### src/u2e_pkg.sv
package u2e_pkg;

	// APB register map: one register, word aligned
	localparam int unsigned AddrWidth = 3;
	localparam int unsigned DataWidth = 32;
	localparam logic [0:0]  RegLittleEndian = 1'b0;

	// Encoding modes
	typedef enum logic {
		MODE_UTF8  = 1'b0,
		MODE_UTF16 = 1'b1
	} mode_t;

	// Classification bounds
	localparam logic [31:0] Utf8Limit1   = 32'h0000_0080;
	localparam logic [31:0] Utf8Limit2   = 32'h0000_0800;
	localparam logic [31:0] Utf8Limit3   = 32'h0001_0000;
	localparam logic [20:0] SupplBase    = 21'h1_0000;

	// Lead and continuation markers
	localparam logic [7:0]  Utf8Lead2    = 8'hC0;
	localparam logic [7:0]  Utf8Lead3    = 8'hE0;
	localparam logic [7:0]  Utf8Lead4    = 8'hF0;
	localparam logic [7:0]  Utf8Cont     = 8'h80;
	localparam logic [15:0] HighSurr     = 16'hD800;
	localparam logic [15:0] LowSurr      = 16'hDC00;

	// One emitted unit with its side fields
	typedef struct packed {
		logic [15:0] unit_value;
		logic [2:0]  unit_count;
		logic        last;
		logic        error;
	} unit_t;

	function automatic logic [31:0] swap32(input logic [31:0] v);
		return {v[7:0], v[15:8], v[23:16], v[31:24]};
	endfunction

	function automatic logic [15:0] swap16(input logic [15:0] v);
		return {v[7:0], v[15:8]};
	endfunction

endpackage

### src/u2e_if.sv
interface u2e_in_if;
	logic        valid;
	logic        ready;
	logic [31:0] code_word;
	logic        mode;
	logic [2:0]  room;

	modport source (output valid, code_word, mode, room, input ready);
	modport sink   (input valid, code_word, mode, room, output ready);
endinterface

interface u2e_out_if;
	logic        valid;
	logic        ready;
	logic [15:0] unit_value;
	logic [2:0]  unit_count;
	logic        last;
	logic        error;

	modport source (output valid, unit_value, unit_count, last, error, input ready);
	modport sink   (input valid, unit_value, unit_count, last, error, output ready);
endinterface

### src/utf32_to_utf8_utf16_encoder_core.sv
// UTF-32 to UTF-8 / UTF-16 encoder.
// din carries one 32-bit code word, the target mode (0 UTF-8, 1 UTF-16) and
// the room left downstream. dout carries one unit per word: the byte or
// UTF-16 unit, the unit count of that code point, last on the final unit and
// error on the error word. The APB register at offset 0 selects
// little-endian order for the input word and the UTF-16 units.
// An accepted word sits in the input register; while dout is not stalled,
// one unit of it per cycle is encoded and loaded into the output register,
// from which it leaves on dout. A word produces 1 to 4 units. The next word
// is accepted in the cycle its predecessor's final unit leaves the input
// register, so units stream at one per cycle while dout is not stalled.
// Not enough room, or a set error, gives a single error word with count 0;
// the error stays set until reset.
// Reset clears both registers' valid state, the error and the byte order.
// When dout stalls, the output register holds its word and the input
// register holds its word and unit index; din drops ready once both are full.
module utf32_to_utf8_utf16_encoder_core (
	input  logic                           clk,
	input  logic                           arst_n,
	u2e_in_if.sink                         din,
	u2e_out_if.source                      dout,
	input  logic                           psel,
	input  logic                           penable,
	input  logic                           pwrite,
	input  logic [u2e_pkg::AddrWidth-1:0]  paddr,
	input  logic [u2e_pkg::DataWidth-1:0]  pwdata,
	output logic [u2e_pkg::DataWidth-1:0]  prdata,
	output logic                           pready
);
	import u2e_pkg::*;

	logic        byte_swap;
	logic        valid_s1;
	logic [31:0] code_word_s1;
	logic        mode_s1;
	logic [2:0]  room_s1;
	logic [1:0]  idx_q;
	logic        error_q;
	logic        out_valid_q;
	unit_t       out_q;
	unit_t       unit;
	logic        out_load;
	logic        advance;
	logic        take;

	u2e_apb_regs u_regs (
		.clk       (clk),
		.arst_n    (arst_n),
		.psel      (psel),
		.penable   (penable),
		.pwrite    (pwrite),
		.paddr     (paddr),
		.pwdata    (pwdata),
		.prdata    (prdata),
		.pready    (pready),
		.byte_swap (byte_swap)
	);

	u2e_encode u_encode (
		.code_word  (code_word_s1),
		.mode       (mode_s1),
		.room       (room_s1),
		.byte_swap  (byte_swap),
		.error_flag (error_q),
		.idx        (idx_q),
		.unit       (unit)
	);

	// Handshake decisions
	assign out_load  = !out_valid_q || dout.ready;
	assign advance   = valid_s1 && out_load;
	assign din.ready = !valid_s1 || (advance && unit.last);
	assign take      = din.valid && din.ready;

	// Hold the word and step through its units
	always_ff @(posedge clk or negedge arst_n) begin
		if (!arst_n) begin
			valid_s1 <= 1'b0;
			idx_q    <= '0;
		end else begin
			if (take) begin
				valid_s1 <= 1'b1;
			end else if (advance && unit.last) begin
				valid_s1 <= 1'b0;
			end
			if (advance) begin
				idx_q <= unit.last ? 2'd0 : idx_q + 2'd1;
			end
		end
	end

	always_ff @(posedge clk) begin
		if (take) begin
			code_word_s1 <= din.code_word;
			mode_s1      <= din.mode;
			room_s1      <= din.room;
		end
	end

	// Latch the sticky error as its word is issued
	always_ff @(posedge clk or negedge arst_n) begin
		if (!arst_n) begin
			error_q <= 1'b0;
		end else if (advance && unit.error) begin
			error_q <= 1'b1;
		end
	end

	// Output register
	always_ff @(posedge clk or negedge arst_n) begin
		if (!arst_n) begin
			out_valid_q <= 1'b0;
		end else if (out_load) begin
			out_valid_q <= valid_s1;
		end
	end

	always_ff @(posedge clk) begin
		if (advance) begin
			out_q <= unit;
		end
	end

	assign dout.valid      = out_valid_q;
	assign dout.unit_value = out_q.unit_value;
	assign dout.unit_count = out_q.unit_count;
	assign dout.last       = out_q.last;
	assign dout.error      = out_q.error;

`ifndef SYNTHESIS
	a_error_sticky: assert property (@(posedge clk) disable iff (!arst_n)
		!$fell(error_q))
		else $error("sticky error cleared");

	a_idx_in_range: assert property (@(posedge clk) disable iff (!arst_n)
		valid_s1 && !unit.error |-> ({1'b0, idx_q} < unit.unit_count))
		else $error("unit index beyond unit count");

	a_error_word: assert property (@(posedge clk) disable iff (!arst_n)
		dout.valid && dout.error |-> dout.unit_count == 3'd0 && dout.last)
		else $error("malformed error word");

	a_error_follows: assert property (@(posedge clk) disable iff (!arst_n)
		dout.valid && dout.ready && dout.error |=> !dout.valid || dout.error)
		else $error("word without error after error");

	a_idx_at_start: assert property (@(posedge clk) disable iff (!arst_n)
		take |=> idx_q == 2'd0)
		else $error("new word does not start at first unit");
`endif

endmodule

### src/u2e_apb_regs.sv
module u2e_apb_regs (
	input  logic                           clk,
	input  logic                           arst_n,
	input  logic                           psel,
	input  logic                           penable,
	input  logic                           pwrite,
	input  logic [u2e_pkg::AddrWidth-1:0]  paddr,
	input  logic [u2e_pkg::DataWidth-1:0]  pwdata,
	output logic [u2e_pkg::DataWidth-1:0]  prdata,
	output logic                           pready,
	output logic                           byte_swap
);
	import u2e_pkg::*;

	logic byte_swap_q;
	logic reg_hit;

	// Decode the word index of the access
	assign reg_hit = (paddr[AddrWidth-1] == RegLittleEndian);
	assign pready  = 1'b1;

	// Write the byte-order register in the access phase
	always_ff @(posedge clk or negedge arst_n) begin
		if (!arst_n) begin
			byte_swap_q <= 1'b0;
		end else if (psel && penable && pwrite && reg_hit) begin
			byte_swap_q <= pwdata[0];
		end
	end

	// Return the register, zero elsewhere
	always_comb begin
		prdata = '0;
		if (reg_hit) begin
			prdata[0] = byte_swap_q;
		end
	end

	assign byte_swap = byte_swap_q;

endmodule

### src/u2e_encode.sv
module u2e_encode (
	input  logic [31:0]     code_word,
	input  logic            mode,
	input  logic [2:0]      room,
	input  logic            byte_swap,
	input  logic            error_flag,
	input  logic [1:0]      idx,
	output u2e_pkg::unit_t  unit
);
	import u2e_pkg::*;

	logic [31:0]      cp;
	logic [2:0]       n;
	logic             fail;
	logic [20:0]      d;
	logic [3:0][15:0] units;
	logic [15:0]      hi_unit;
	logic [15:0]      lo_unit;

	// Restore big-endian order before classifying
	assign cp = byte_swap ? swap32(code_word) : code_word;
	assign d  = cp[20:0] - SupplBase;

	// Count the units the code point needs
	always_comb begin
		if (mode_t'(mode) == MODE_UTF16) begin
			n = (cp[31:16] == 16'h0000) ? 3'd1 : 3'd2;
		end else if (cp < Utf8Limit1) begin
			n = 3'd1;
		end else if (cp < Utf8Limit2) begin
			n = 3'd2;
		end else if (cp < Utf8Limit3) begin
			n = 3'd3;
		end else begin
			n = 3'd4;
		end
	end

	assign fail = error_flag || (n > room);

	// Build the surrogate pair
	assign hi_unit = HighSurr | {5'b0, d[20:10]};
	assign lo_unit = LowSurr | {6'b0, d[9:0]};

	// Lay out every unit of the sequence
	always_comb begin
		units = '0;
		if (mode_t'(mode) == MODE_UTF16) begin
			if (n == 3'd1) begin
				units[0] = cp[15:0];
			end else begin
				units[0] = hi_unit;
				units[1] = lo_unit;
			end
			if (byte_swap) begin
				units[0] = swap16(units[0]);
				units[1] = swap16(units[1]);
			end
		end else begin
			unique case (n)
				3'd1: begin
					units[0] = {9'b0, cp[6:0]};
				end
				3'd2: begin
					units[0] = {8'b0, Utf8Lead2 | {3'b0, cp[10:6]}};
					units[1] = {8'b0, Utf8Cont | {2'b0, cp[5:0]}};
				end
				3'd3: begin
					units[0] = {8'b0, Utf8Lead3 | {4'b0, cp[15:12]}};
					units[1] = {8'b0, Utf8Cont | {2'b0, cp[11:6]}};
					units[2] = {8'b0, Utf8Cont | {2'b0, cp[5:0]}};
				end
				default: begin
					units[0] = {8'b0, Utf8Lead4 | {5'b0, cp[20:18]}};
					units[1] = {8'b0, Utf8Cont | {2'b0, cp[17:12]}};
					units[2] = {8'b0, Utf8Cont | {2'b0, cp[11:6]}};
					units[3] = {8'b0, Utf8Cont | {2'b0, cp[5:0]}};
				end
			endcase
		end
	end

	// Pick the current unit, or the single error word
	always_comb begin
		if (fail) begin
			unit.unit_value = '0;
			unit.unit_count = '0;
			unit.last       = 1'b1;
			unit.error      = 1'b1;
		end else begin
			unit.unit_value = units[idx];
			unit.unit_count = n;
			unit.last       = ({1'b0, idx} == (n - 3'd1));
			unit.error      = 1'b0;
		end
	end

endmodule
### src/flat_wrapper.sv
// flat-port wrapper written by rule: the top's interface ports become plain ports
module utf32_to_utf8_utf16_encoder_core_flat import u2e_pkg::*;
  (clk, arst_n, psel, penable, pwrite, paddr, pwdata, prdata, pready, din_valid, din_code_word, din_mode, din_room, din_ready, dout_valid, dout_unit_value, dout_unit_count, dout_last, dout_error, dout_ready);
  u2e_in_if din_i ();
  u2e_out_if dout_i ();
  input  logic clk;
  input  logic arst_n;
  input  logic psel;
  input  logic penable;
  input  logic pwrite;
  input  logic [u2e_pkg::AddrWidth-1:0] paddr;
  input  logic [u2e_pkg::DataWidth-1:0] pwdata;
  output logic [u2e_pkg::DataWidth-1:0] prdata;
  output logic pready;
  input wire logic [$bits(din_i.valid)-1:0] din_valid;
  input wire logic [$bits(din_i.code_word)-1:0] din_code_word;
  input wire logic [$bits(din_i.mode)-1:0] din_mode;
  input wire logic [$bits(din_i.room)-1:0] din_room;
  output wire logic [$bits(din_i.ready)-1:0] din_ready;
  output wire logic [$bits(dout_i.valid)-1:0] dout_valid;
  output wire logic [$bits(dout_i.unit_value)-1:0] dout_unit_value;
  output wire logic [$bits(dout_i.unit_count)-1:0] dout_unit_count;
  output wire logic [$bits(dout_i.last)-1:0] dout_last;
  output wire logic [$bits(dout_i.error)-1:0] dout_error;
  input wire logic [$bits(dout_i.ready)-1:0] dout_ready;
  assign din_i.valid = din_valid;
  assign din_i.code_word = din_code_word;
  assign din_i.mode = din_mode;
  assign din_i.room = din_room;
  assign din_ready = din_i.ready;
  assign dout_valid = dout_i.valid;
  assign dout_unit_value = dout_i.unit_value;
  assign dout_unit_count = dout_i.unit_count;
  assign dout_last = dout_i.last;
  assign dout_error = dout_i.error;
  assign dout_i.ready = dout_ready;
  utf32_to_utf8_utf16_encoder_core u_core (.clk(clk), .arst_n(arst_n), .din(din_i), .dout(dout_i), .psel(psel), .penable(penable), .pwrite(pwrite), .paddr(paddr), .pwdata(pwdata), .prdata(prdata), .pready(pready));
endmodule
### config.mk
export PLATFORM = sky130hd
export DESIGN_NAME = utf32_to_utf8_utf16_encoder_core_flat
export DESIGN_NICKNAME = d
export VERILOG_FILES = /design/src/u2e_pkg.sv /design/src/u2e_if.sv /design/src/utf32_to_utf8_utf16_encoder_core.sv /design/src/u2e_apb_regs.sv /design/src/u2e_encode.sv /design/src/flat_wrapper.sv
export SDC_FILE = /design/constraint.sdc
export NUM_CORES = 1
export LEC_CHECK = 0
export BUFFER_PORTS_ARGS = -buffer_cell sky130_fd_sc_hd__buf_2
export CAP_MARGIN = 20
export CELL_PAD_IN_SITES_DETAIL_PLACEMENT = 0
export CELL_PAD_IN_SITES_GLOBAL_PLACEMENT = 2
export CORE_UTILIZATION = 30
export CTS_BUF_LIST = sky130_fd_sc_hd__clkbuf_8
export DETAILED_ROUTE_END_ITERATION = 12
export HOLD_SLACK_MARGIN = 0.15
export PLACE_DENSITY = 0.85
export SYNTH_ARGS = -nofsm -noshare
export SYNTH_HDL_FRONTEND = slang
export SYNTH_SLANG_ARGS = --single-unit
### constraint.sdc
create_clock -name clk -period 10.3 [get_ports clk]
set_input_delay 1.545 -clock clk [delete_from_list [all_inputs] [get_ports clk]]
set_output_delay 1.545 -clock clk [all_outputs]
set_load 0.02 [all_outputs]
# Yosys cells after proc, flatten, opt, wreduce, memory -nomap -nowiden
# Index checks and enable logic that the tools add are counted.
# totals
inputBits	78
output_inout_bits	56
elab_cells	63
ff_bits	63
# classes
n_reduce_logical	16
n_bitwise	1
n_addsub	3
magnitude_cmp	5
mux	22
eq_ne	4
# ops
operator	n
32-bit 2-to-1 mux	4
16-bit 2-to-1 mux	3
8-bit case mux with 3 select lines	2
16-bit binary-select mux with 2-bit select	1
32-bit by 12-bit < comparator with 1-bit output, second input constant	1
32-bit by 17-bit < comparator with 1-bit output, second input constant	1
32-bit by 8-bit < comparator with 1-bit output, second input constant	1
21-bit by 17-bit subtractor with 21-bit output, second input constant	1
16-bit zero test	1
8-bit case mux with 2 select lines	1
3-bit 2-to-1 mux	4
8-bit 2-to-1 mux	1
1-bit logical AND	7
3-bit by 2-bit == test with 1-bit output, second input constant	2
2-bit 2-to-1 mux	3
2-bit by 3-bit == test with 1-bit output	1
3-bit by 1-bit == test with 1-bit output, second input constant	1
3-bit greater-than comparator	1
1-bit logical OR	3
2-bit by 3-bit < comparator with 1-bit output, second input constant	1
1-bit 2-to-1 mux	3
3-bit OR reduction	1
3-bit by 1-bit subtractor with 3-bit output, second input constant	1
2-bit by 1-bit adder with 2-bit output, second input constant	1
4 further kinds	5

# Depth between registers and ports, before layout
# Gate-level depths: netlist (run 1).
# depth
word_depth	13
depth_mapped	17

# Modules after synthesis
# From an unflattened synthesis (run 1), not the netlist that was laid out.
# unflattened
hier_cells	409
area_unflattened_um2	4254.1
# modules_own_cells
mod	area_per_inst_um2	cells_per_inst	instances	seq_area_each_um2
u2e_encode	2008.2	295	1	0.0
utf32_to_utf8_utf16_encoder_core	1944.4	76	1	1836.8
u2e_apb_regs	301.5	38	1	25.0

# Least setup slack after synthesis (run 1)
# OpenSTA, ideal clock, no wires.
# synth_path
kind	register to output
start	register u_core.u_regs.byte_swap_q (netlist: u_core.u_regs.byte_swap)
end	output din_ready
t_required_ns	8.755
arrival_ns	3.319
stages_incl_launch_ff	16
n_path_buf	2
slack_ns	5.436
path_cell_list	dfrtp_1 buf_6 buf_2 mux2i_1 ha_1 inv_1 nor2_1 o21ai_0 mux2_2 inv_1 ha_1 nor2b_1 o21ai_0 a32oi_1 nor2_1 o2111ai_1
# synth_via
elab_chain_len	11
word_cells_on_any_way	17
# synth_lines
item	line	rtl
start: declaration	u2e_apb_regs.sv:15	logic byte_swap_q;
start signal: assignment	u2e_apb_regs.sv:27	byte_swap_q <= pwdata[0];
32-bit 2-to-1 mux (*)	u2e_encode.sv:21	assign cp = byte_swap ? swap32(code_word) : code_word;
32-bit by 17-bit < comparator with 1-bit output	u2e_encode.sv:32	end else if (cp < Utf8Limit3) begin
3-bit 2-to-1 mux	u2e_encode.sv:32	
3-bit 2-to-1 mux	u2e_encode.sv:30	end else if (cp < Utf8Limit2) begin
3-bit 2-to-1 mux	u2e_encode.sv:28	end else if (cp < Utf8Limit1) begin
3-bit 2-to-1 mux (*)	u2e_encode.sv:26	if (mode_t'(mode) == MODE_UTF16) begin
via u_core.u_encode.n[1]	u2e_encode.sv:13	logic [2:0] n;
3-bit by 1-bit subtractor with 3-bit output / 3-bit greater-than comparator (equally long branches)	u2e_encode.sv:93, u2e_encode.sv:39	
2-bit by 3-bit == test with 1-bit output / 1-bit logical OR (equally long branches)	u2e_encode.sv:93, u2e_encode.sv:39	
2-bit 2-to-1 mux (*)	u2e_encode.sv:85	if (fail) begin
1-bit logical AND (*)	utf32_to_utf8_utf16_encoder_core.sv:72	assign din.ready = !valid_s1 || (advance && unit.last);
1-bit logical OR (*)	utf32_to_utf8_utf16_encoder_core.sv:72	
end: declaration	flat_wrapper.sv:19	output wire logic [$bits(din_i.ready)-1:0] din_ready;
# Mark *: on every way through the listed nets, which the timed path passes. The rest lies on a longest branch.

# Worst setup path after layout (run 1)
# Same ends and word-level chain as after synthesis.

==> impl_metrics.csv, run 1 <==
group,metric,value,unit
critical_path,crit_top_cell,"sky130_fd_sc_hd__buf_4",
logic_synthesis,mappedNetlistArea,0.004269,mm^2
pwr,power_density_of_the_placed_cells,156.0,mW/mm^2
pwr,switchingPower,0.2537,mW
timing,tns,0,ns
critical_path,wp_data_arrival,4.56,ns
placement,detailed_place_hpwl,9.121,mm
global_route,gr-total-overflow,0,
critical_path,slowest_delay,0.73,ns
critical_path,critical_path.reg2reg.startpoint,"u_core.u_regs.byte_swap$_DFFE_PN0P_",
final_layout,layout-area-overhead-vs-synth,13.80,%
pwr,netSwitchingFraction,0.3349,
critical_path,critical_path.slowest_cell,"sky130_fd_sc_hd__clkinv_1",
logic_synthesis,post_synthesis_instance_total,427,
logic_synthesis,synth.largest_area_cell,"sky130_fd_sc_hd__edfxtp_1",
clock_network,postCtsResizedCells,0,
global_route,grt_use_total,0.1818,
critical_path,criticalPathCategory,"reg -> out",
timing,fmax,163.7,MHz
detailed_routing,dr.first_iter.drc_count,335,
critical_path,worst-r2r-cell-count,16,
logic_synthesis,synth.most_common_cell,"sky130_fd_sc_hd__edfxtp_1",
worst_hold_path,hold_path.class,"reg -> reg",
pwr,sequentialPowerShare,0.434,
critical_path,worstSetupEndpointType,"output port",
final_layout,drive_gt1_frac,0.2286,
pwr,power_report.internal_total,0.5039,mW
global_route,wire_length_of_the_first_global_routing_pass,19.60,mm
logic_synthesis,synth_area_per_cell,9.998,um^2
detailed_routing,postRouteAntennaNets,0,
detailed_routing,drt_drc_violations_left,0,
floorplan,die_h,121.3,um
pwr,power_leakage,1.831,nW
detailed_routing,via_per_inst,5.563,
timing,layout_min_cycle_time,6.109,ns
floorplan,core.rowCount,43,
clock_network,cts_hold_buffers,0,
critical_path,crit_path_max_fanout,60,
critical_path,cp-start-kind,"flip-flop",
logic_synthesis,synth-seq-area-share,0.4361,
critical_path,timing.critical_path.depth,15,
logic_synthesis,yosys_most_used_dff,"sky130_fd_sc_hd__edfxtp_1",
worst_hold_path,holdCritStartpoint,"u_core.error_q$_DFFE_PN0P_",
timing,period_utilization_post_route,0.5931,
global_route,number_of_antenna_violations_at_the_first_check_in_global_routing,0,
outcome,outcome,"complete, no violations",
clock_network,cts.sinks,63,
critical_path,startpoint,"u_core.u_regs.byte_swap$_DFFE_PN0P_",
timing,hold_violations_final,0,
detailed_routing,routed-wl-met3,1.171,mm
critical_path,top_family_by_delay_on_critical_path,"buffers and inverters",
logic_synthesis,synth_async_sr_flop_share,0.09524,
floorplan,initial_core_util,0.3076,
final_layout,layout.nets,571,
timing,setup_repair_after_global_routing_missed_its_margin,"no",
logic_synthesis,synth_common_cells,"57 x sky130_fd_sc_hd__edfxtp_1, 34 x sky130_fd_sc_hd__buf_4, 32 x sky130_fd_sc_hd__nand2_1, 32 x sky130_fd_sc_hd__nor2_1, 23 x sky130_fd_sc_hd__o21ai_0",
clock_network,skew_pair_late_insertion_delay,0.37,ns
critical_path,critPathBufInv,5,
timing,skew,0.02059,ns
floorplan,die_area,0.01471,mm^2
timing,max_slew.worst_pin.slew,1.007,ns
pwr,clkPwrFrac,0.334,
placement,place_congestion,0.9448,
placement,placedCellCount,654,
clock_network,max-clock-path-buffers,2,
timing,setup_viol_count_final,0,
timing,slew_headroom,0.3277,
detailed_routing,maxUsedRoutingLayer,"met4",
pwr,comb_power_share,0.233,
critical_path,critPathRequiredTime,8.76,ns
worst_hold_path,holdPathStages,1,
detailed_routing,route.final.wire_length,13.05,mm
clock_network,cts_tree,"done",
clock_network,cts_max_level,3,
floorplan,core,0.01388,mm^2
clock_network,clk_root_buffer_cell,"sky130_fd_sc_hd__clkbuf_8",
clock_network,clk_pin_slew,0.08,ns
critical_path,timing.critical_path.cells,"buf_4 > clkinv_1 > nand3_1 > a21oi_1 > nand2_1 > mux2_2 > inv_1 > ha_1 > nor2b_1 > o21ai_0 > a32oi_1 > nor2_1 > buf_4 > o2111ai_1 > buf_2",
clock_network,number_of_buffers_created_by_cts,9,
global_route,maximum_number_of_pins_on_one_net_before_global_route_repair,61,
detailed_routing,firstDrtPassIters,5,
flow_run,cap_violations,0,
clock_network,cts_post_setup_buffers_inserted,0,
logic_synthesis,synth_top_area_share,0.4009,
timing,report.final.slew_viol_count,0,
logic_synthesis,synth.distinct_cells,67,
detailed_routing,route.layer.met1.wl,5.435,mm
detailed_routing,detailroute.via_count,3727,
global_route,first_global_vias,3450,
final_layout,final_cells,670,
logic_synthesis,synth_edf_count,57,
logic_synthesis,yosys_warnings,0,
pwr,irDropWorstVdd,0.00008355,V
detailed_routing,post_dr_wirelength_cell,19.48,um
placement,placed_cell_area,0.004629,mm^2
detailed_routing,detailroute.wirelength.met2,6.041,mm
logic_synthesis,number_of_register_bits_inferred_by_synthesis,63,
final_layout,stdcell_area,0.004858,mm^2
logic_synthesis,synth_area_leaders,"sky130_fd_sc_hd__edfxtp_1 40%, sky130_fd_sc_hd__buf_4 6.0%, sky130_fd_sc_hd__mux2i_1 4.0%",
final_layout,antenna_cells_inserted,0,
floorplan,die_w,121.3,um
floorplan,io-pin-count,134,
placement,port-buffer-count,68,
area by class of cell:
class                      count  area, um^2
inverter                      18       67.56
clock buffer                   9       123.9
clock inverter                 7       105.1
tap                          180       225.2
fill                        1424        9022
timing repair buffer          74       385.4
multi-input combinational    319        2088
sequential                    63        1863
per-layer routing:
metal  up-vias  GRT usage
met4         0    0.08642
met5         -          0
met1      1787     0.2409
li1       1685          -
met2       224     0.2795
met3        31    0.03994
worst register-to-register path, delay by kind of cell (launching register included):
kind,cells,cell delay (ns)
AND/OR/NAND/NOR,5,0.99
buffers and inverters,5,1.99
AO/OA/AOI/OAI,4,0.78
adder cells (fa/ha/maj),1,0.17
flip-flops,1,0.34
multiplexers,1,0.39
cell usage in the layout, fill, tap and decap left out, types with 4 or more instances in the layout:
master | Yosys | routed
sky130_fd_sc_hd__a211oi_1 | 5 | 5
sky130_fd_sc_hd__a21o_1 | 6 | 6
sky130_fd_sc_hd__a21oi_1 | 16 | 16
sky130_fd_sc_hd__a221oi_1 | 7 | 7
sky130_fd_sc_hd__a222oi_1 | 4 | 4
sky130_fd_sc_hd__a22oi_1 | 5 | 5
sky130_fd_sc_hd__a311oi_1 | 6 | 6
sky130_fd_sc_hd__a31oi_1 | 5 | 5
sky130_fd_sc_hd__buf_2 | 6 | 68
sky130_fd_sc_hd__buf_4 | 34 | 6
sky130_fd_sc_hd__clkbuf_8 | 0 | 9
sky130_fd_sc_hd__conb_1 | 2 | 32
sky130_fd_sc_hd__dfrtp_1 | 6 | 5
sky130_fd_sc_hd__edfxtp_1 | 57 | 57
sky130_fd_sc_hd__ha_1 | 8 | 8
sky130_fd_sc_hd__inv_1 | 16 | 16
sky130_fd_sc_hd__mux2_2 | 13 | 13
sky130_fd_sc_hd__mux2i_1 | 17 | 17
sky130_fd_sc_hd__nand2_1 | 32 | 32
sky130_fd_sc_hd__nand2b_1 | 4 | 4
sky130_fd_sc_hd__nand3_1 | 18 | 18
sky130_fd_sc_hd__nor2_1 | 32 | 32
sky130_fd_sc_hd__nor2b_1 | 5 | 5
sky130_fd_sc_hd__nor3_1 | 4 | 4
sky130_fd_sc_hd__nor4_1 | 10 | 10
sky130_fd_sc_hd__o211ai_1 | 4 | 4
sky130_fd_sc_hd__o21ai_0 | 23 | 23
sky130_fd_sc_hd__o22ai_1 | 4 | 4
sky130_fd_sc_hd__o31ai_1 | 5 | 5
sky130_fd_sc_hd__or3_1 | 6 | 6
power groups by stage:
stage / Clock [mW] / Sequential, mW / Combinational [mW]
after floorplan: 0 / 0.331 / 0.130
after global routing: 0.269 / 0.330 / 0.194
after detailed placement: 0 / 0.333 / 0.174
final: 0.253 / 0.328 / 0.176
after global placement: 0 / 0.333 / 0.173
after CTS: 0.259 / 0.327 / 0.175
sequential cells by signal, indices dropped and copies added, names as in the netlist:
name,count
u_core.code_word_s1,32
u_core.dout.unit_value,16
u_core.dout.unit_count,3
u_core.room_s1,3
u_core.idx_q,2
u_core.dout.error,1
u_core.dout.last,1
u_core.dout.valid,1
u_core.error_q,1
u_core.mode_s1,1
u_core.u_regs.byte_swap,1
u_core.valid_s1,1
cell families after synthesis:
logic type      share of synthesized area
compound gates                     0.1955
xor+xnor                          0.01026
fa+ha+maj                         0.02345
buf+inv                            0.1011
flops                              0.4361
mux                               0.07942
other cells                      0.001759
simple gates                       0.1524
final timing paths:
kind	end	slack, ns
min in group asynchronous	u_core.error_q$_DFFE_PN0P_	1.00
worst min register to register	u_core.error_q$_DFFE_PN0P_	0.47
worst max register to register	u_core.code_word_s1[6]$_DFFE_PP_	5.28
max in group asynchronous	u_core.u_regs.byte_swap$_DFFE_PN0P_	9.11
worst min-delay path	u_core.error_q$_DFFE_PN0P_	0.47
worst max-delay path	din_ready	4.19
stage by stage:
| stage | power [mW] | setup slack, ns | hold WS [ns] | util |
|---|---|---|---|---|
| after global placement | 0.5051 | 4.670 | 0.4431 | 0.3335 |
| after global routing | 0.7921 | 3.879 | 0.4970 | 0.3500 |
| final | 0.7577 | 4.191 | 0.4727 | 0.3500 |
| after CTS | 0.7612 | 4.187 | 0.4752 | 0.3500 |
| after detailed placement | 0.5075 | 4.597 | 0.4566 | 0.3335 |
| after floorplan | 0.4602 | 5.436 | 0.4284 | - |
No activity file was read; power rests on OpenSTA's default activity.
==> run 2, diff against run 1 <==
--- a/config.mk
+++ b/config.mk
@@ -5,6 +5,7 @@
 export SDC_FILE = /design/constraint.sdc
 export NUM_CORES = 1
 export LEC_CHECK = 0
+export ABC_AREA = 1
 export BUFFER_PORTS_ARGS = -buffer_cell sky130_fd_sc_hd__buf_2
 export CAP_MARGIN = 20
 export CELL_PAD_IN_SITES_DETAIL_PLACEMENT = 0
@@ -13,7 +14,7 @@
 export CTS_BUF_LIST = sky130_fd_sc_hd__clkbuf_8
 export DETAILED_ROUTE_END_ITERATION = 12
 export HOLD_SLACK_MARGIN = 0.15
-export PLACE_DENSITY = 0.85
+export PLACE_DENSITY = 0.9
 export SYNTH_ARGS = -nofsm -noshare
 export SYNTH_HDL_FRONTEND = slang
 export SYNTH_SLANG_ARGS = --single-unit
==> constraint.sdc (replaced) <==
create_clock -name clk -period 5.9 [get_ports clk]
set_input_delay 0.885 -clock clk [delete_from_list [all_inputs] [get_ports clk]]
set_output_delay 0.885 -clock clk [all_outputs]
set_load 0.02 [all_outputs]
==> impl_metrics.csv, run 2 <==
group,metric,value,unit
outcome,outcome,"complete, no violations",
clock_network,postCtsResizedCells,0,
pwr,power_leakage,2.279,nW
floorplan,initial_core_util,0.3121,
detailed_routing,route.final.wire_length,12.48,mm
clock_network,skew_pair_late_insertion_delay,0.37,ns
logic_synthesis,number_of_register_bits_inferred_by_synthesis,63,
timing,skew,0.009290,ns
critical_path,worstSetupEndpointType,"output port",
critical_path,criticalPathCategory,"reg -> out",
pwr,power_density_of_the_placed_cells,276.4,mW/mm^2
timing,max_slew.worst_pin.slew,0.9641,ns
logic_synthesis,synth.distinct_cells,40,
floorplan,die_w,123.1,um
detailed_routing,firstDrtPassIters,4,
critical_path,critPathBufInv,5,
final_layout,final_cell_mix,"134 x sky130_fd_sc_hd__nand2_1, 68 x sky130_fd_sc_hd__buf_2, 61 x sky130_fd_sc_hd__inv_1, 57 x sky130_fd_sc_hd__edfxtp_1, 53 x sky130_fd_sc_hd__nor2_1",
critical_path,cp-start-kind,"flip-flop",
logic_synthesis,synth_area_leaders,"sky130_fd_sc_hd__edfxtp_1 39%, sky130_fd_sc_hd__nand2_1 11%, sky130_fd_sc_hd__buf_4 5.8%",
placement,place_congestion,0.8982,
worst_hold_path,hold_path.class,"in -> async",
detailed_routing,postRouteAntennaNets,0,
final_layout,largest-register,"u_core.code_word_s1",
floorplan,io-pin-count,134,
global_route,maximum_number_of_pins_on_one_net_before_global_route_repair,37,
logic_synthesis,synth-compound-area-share,0.1155,
critical_path,worst-r2r-cell-count,20,
logic_synthesis,yosys.area_share.adder,0.02275,
critical_path,wp_data_arrival,4.20,ns
detailed_routing,drt_drc_violations_left,0,
detailed_routing,via_per_inst,4.772,
detailed_routing,post_dr_wirelength_cell,15.46,um
logic_synthesis,yosys_most_used_dff,"sky130_fd_sc_hd__edfxtp_1",
logic_synthesis,synth.most_common_cell,"sky130_fd_sc_hd__nand2_1",
logic_synthesis,yosys.area_share.simple,0.2810,
pwr,netSwitchingFraction,0.3531,
final_layout,multi_input_comb_area,0.002019,mm^2
critical_path,timing.critical_path.depth,20,
logic_synthesis,synthMuxAreaShare,0,
timing,fmax,196.7,MHz
clock_network,cts_tree,"done",
logic_synthesis,synth_area_per_cell,7.870,um^2
final_layout,antenna_cells_inserted,0,
floorplan,core.rowCount,43,
timing,slew_headroom,0.3566,
timing,layout_min_cycle_time,5.083,ns
floorplan,die_h,123.1,um
critical_path,top_family_by_delay_on_critical_path,"simple AND/OR/NAND/NOR gates",
detailed_routing,dr.first_iter.drc_count,193,
critical_path,crit_path_max_fanout,31,
final_layout,sequential_cell_area,0.001862,mm^2
logic_synthesis,post_synthesis_instance_total,559,
pwr,irDropWorstVdd,0.0001372,V
flow_run,cap_violations,0,
logic_synthesis,synth.largest_area_cell,"sky130_fd_sc_hd__edfxtp_1",
critical_path,crit_top_cell,"sky130_fd_sc_hd__nand2_1",
pwr,switchingPower,0.4832,mW
clock_network,max-clock-path-buffers,2,
pwr,comb_power_share,0.294,
logic_synthesis,synth_async_sr_flop_share,0.09524,
global_route,wire_length_of_the_first_global_routing_pass,19.13,mm
logic_synthesis,synth_edf_count,57,
clock_network,clk_root_buffer_cell,"sky130_fd_sc_hd__clkbuf_8",
critical_path,timing.critical_path.cells,"buf_4 > nand2_1 > o21a_1 > inv_1 > ha_1 > nand3_2 > nor2_4 > nand2_4 > nand2_8 > inv_1 > ha_1 > nand2_1 > o21ai_0 > nand2_1 > nand2_1 > clkinv_1 > nand2_2 > nand2_2 > nand2_1 > buf_2",
clock_network,number_of_buffers_created_by_cts,9,
logic_synthesis,synth-seq-area-share,0.4232,
timing,setup_viol_count_final,0,
timing,setup_repair_after_global_routing_missed_its_margin,"no",
critical_path,critical_path.slowest_cell,"sky130_fd_sc_hd__dfrtp_1",
final_layout,layout.nets,708,
final_layout,drive_gt1_frac,0.1946,
pwr,sequentialPowerShare,0.408,
clock_network,cts_max_level,3,
final_layout,layout-area-overhead-vs-synth,12.54,%
timing,hold_violations_final,0,
final_layout,mostFrequentLayoutCell,"sky130_fd_sc_hd__nand2_1",
logic_synthesis,yosys.area_share.xor_xnor,0.009954,
global_route,first_global_vias,3535,
logic_synthesis,main_combinational_cell_family_by_area_after_synthesis,"simple AND/OR/NAND/NOR gates",
clock_network,cts.sinks,63,
timing,hold_slack,0.3362,ns
clock_network,clk_pin_slew,0.07,ns
global_route,gr-total-overflow,0,
global_route,grt_use_total,0.1755,
floorplan,core,0.01410,mm^2
timing,report.final.slew_viol_count,0,
placement,port-buffer-count,68,
logic_synthesis,mappedNetlistArea,0.004399,mm^2
timing,tns,0,ns
pwr,clkPwrFrac,0.298,
critical_path,slowest_delay,0.58,ns
floorplan,die_area,0.01515,mm^2
logic_synthesis,yosys_warnings,0,
global_route,number_of_antenna_violations_at_the_first_check_in_global_routing,0,
clock_network,cts_hold_buffers,0,
final_layout,largest_register_ff_count,32,
detailed_routing,detailroute.via_count,3851,
logic_synthesis,synth_common_cells,"134 x sky130_fd_sc_hd__nand2_1, 61 x sky130_fd_sc_hd__inv_1, 57 x sky130_fd_sc_hd__edfxtp_1",
clock_network,cts_post_setup_buffers_inserted,0,
pwr,power_report.internal_total,0.8852,mW
timing,period_utilization_post_route,0.8616,
final_layout,num-fill-cells,1520,
logic_synthesis,synth_top_area_share,0.3891,
placement,detailed_place_hpwl,9.621,mm
critical_path,critPathRequiredTime,5.02,ns
-- run 2: cell type report --
cell class	count	share of cell area
clock buffers	9	0.02502
well taps	180	0.04549
multi-input cells	408	0.4079
inverters	66	0.05004
clock inverters	7	0.01769
flip-flops and latches	63	0.3760
repair buffers	74	0.07784
-- run 2: path summary, 6_finish.rpt --
kind	from	to	slack, ns
min in group clk	u_core.error_q$_DFFE_PN0P_	u_core.error_q$_DFFE_PN0P_	0.47
max in group asynchronous	arst_n	u_core.u_regs.byte_swap$_DFFE_PN0P_	5.41
max reg2reg	u_core.u_regs.byte_swap$_DFFE_PN0P_	u_core.code_word_s1[30]$_DFFE_PP_	1.45
min	arst_n	u_core.idx_q[0]$_DFFE_PN0P_	0.34
min reg2reg	u_core.error_q$_DFFE_PN0P_	u_core.error_q$_DFFE_PN0P_	0.47
max	u_core.u_regs.byte_swap$_DFFE_PN0P_	din_ready	0.82
-- run 2: metrics by stage --
stage / instances / worst slack [ns] / power, mW / utilization / area (um^2)
CTS: 807 / 0.7747 / 1.383 / 0.3512 / 4951
global route: 807 / 0.4699 / 1.453 / 0.3512 / 4951
detailed placement: 791 / 1.195 / 0.9680 / 0.3362 / 4740
finish: 807 / 0.8165 / 1.368 / 0.3512 / 4951
global placement: 791 / 1.216 / 0.9671 / 0.3362 / 4740
floorplan: 589 / 0.4931 / 0.8729 / - / 4512
-- run 2: cells by family (layout without fill, tap and decap cells) --
group,after synthesis,count (layout)
flip-flops,63,63
XOR/XNOR,5,5
buffers and inverters,118,156
other,2,32
AND/OR/NAND/NOR,275,275
adder cells (fa/ha/maj),8,8
AO/OA/AOI/OAI,88,88
-- run 2: worst register-to-register path, delay by kind of cell, from the launching register on --
kind                       cells  cell delay (ns)
and+or+nand+nor               10             1.27
AOI/OAI and AO/OA              3             0.44
adders and majority gates      2             0.57
buffers and inverters          5             1.22
DFF                            1             0.58
-- run 2: power groups by stage --
stage | clock network (mW) | registers, mW | logic [mW]
3_5_place_dp | 0 | 0.569 | 0.399
5_1_grt | 0.442 | 0.562 | 0.449
3_3_place_gp | 0 | 0.566 | 0.401
4_1_cts | 0.423 | 0.559 | 0.401
2_1_floorplan | 0 | 0.581 | 0.292
6_report | 0.408 | 0.558 | 0.403
-- run 2: per-layer routing --
metal | part of all wire | GRT usage | vias to the layer above
met1 | 0.45 | 0.2327 | 1761
met5 | 0 | 0 | -
met4 | 0.029 | 0.07982 | 0
met2 | 0.46 | 0.2654 | 153
met3 | 0.063 | 0.04797 | 23
li1 | - | - | 1914
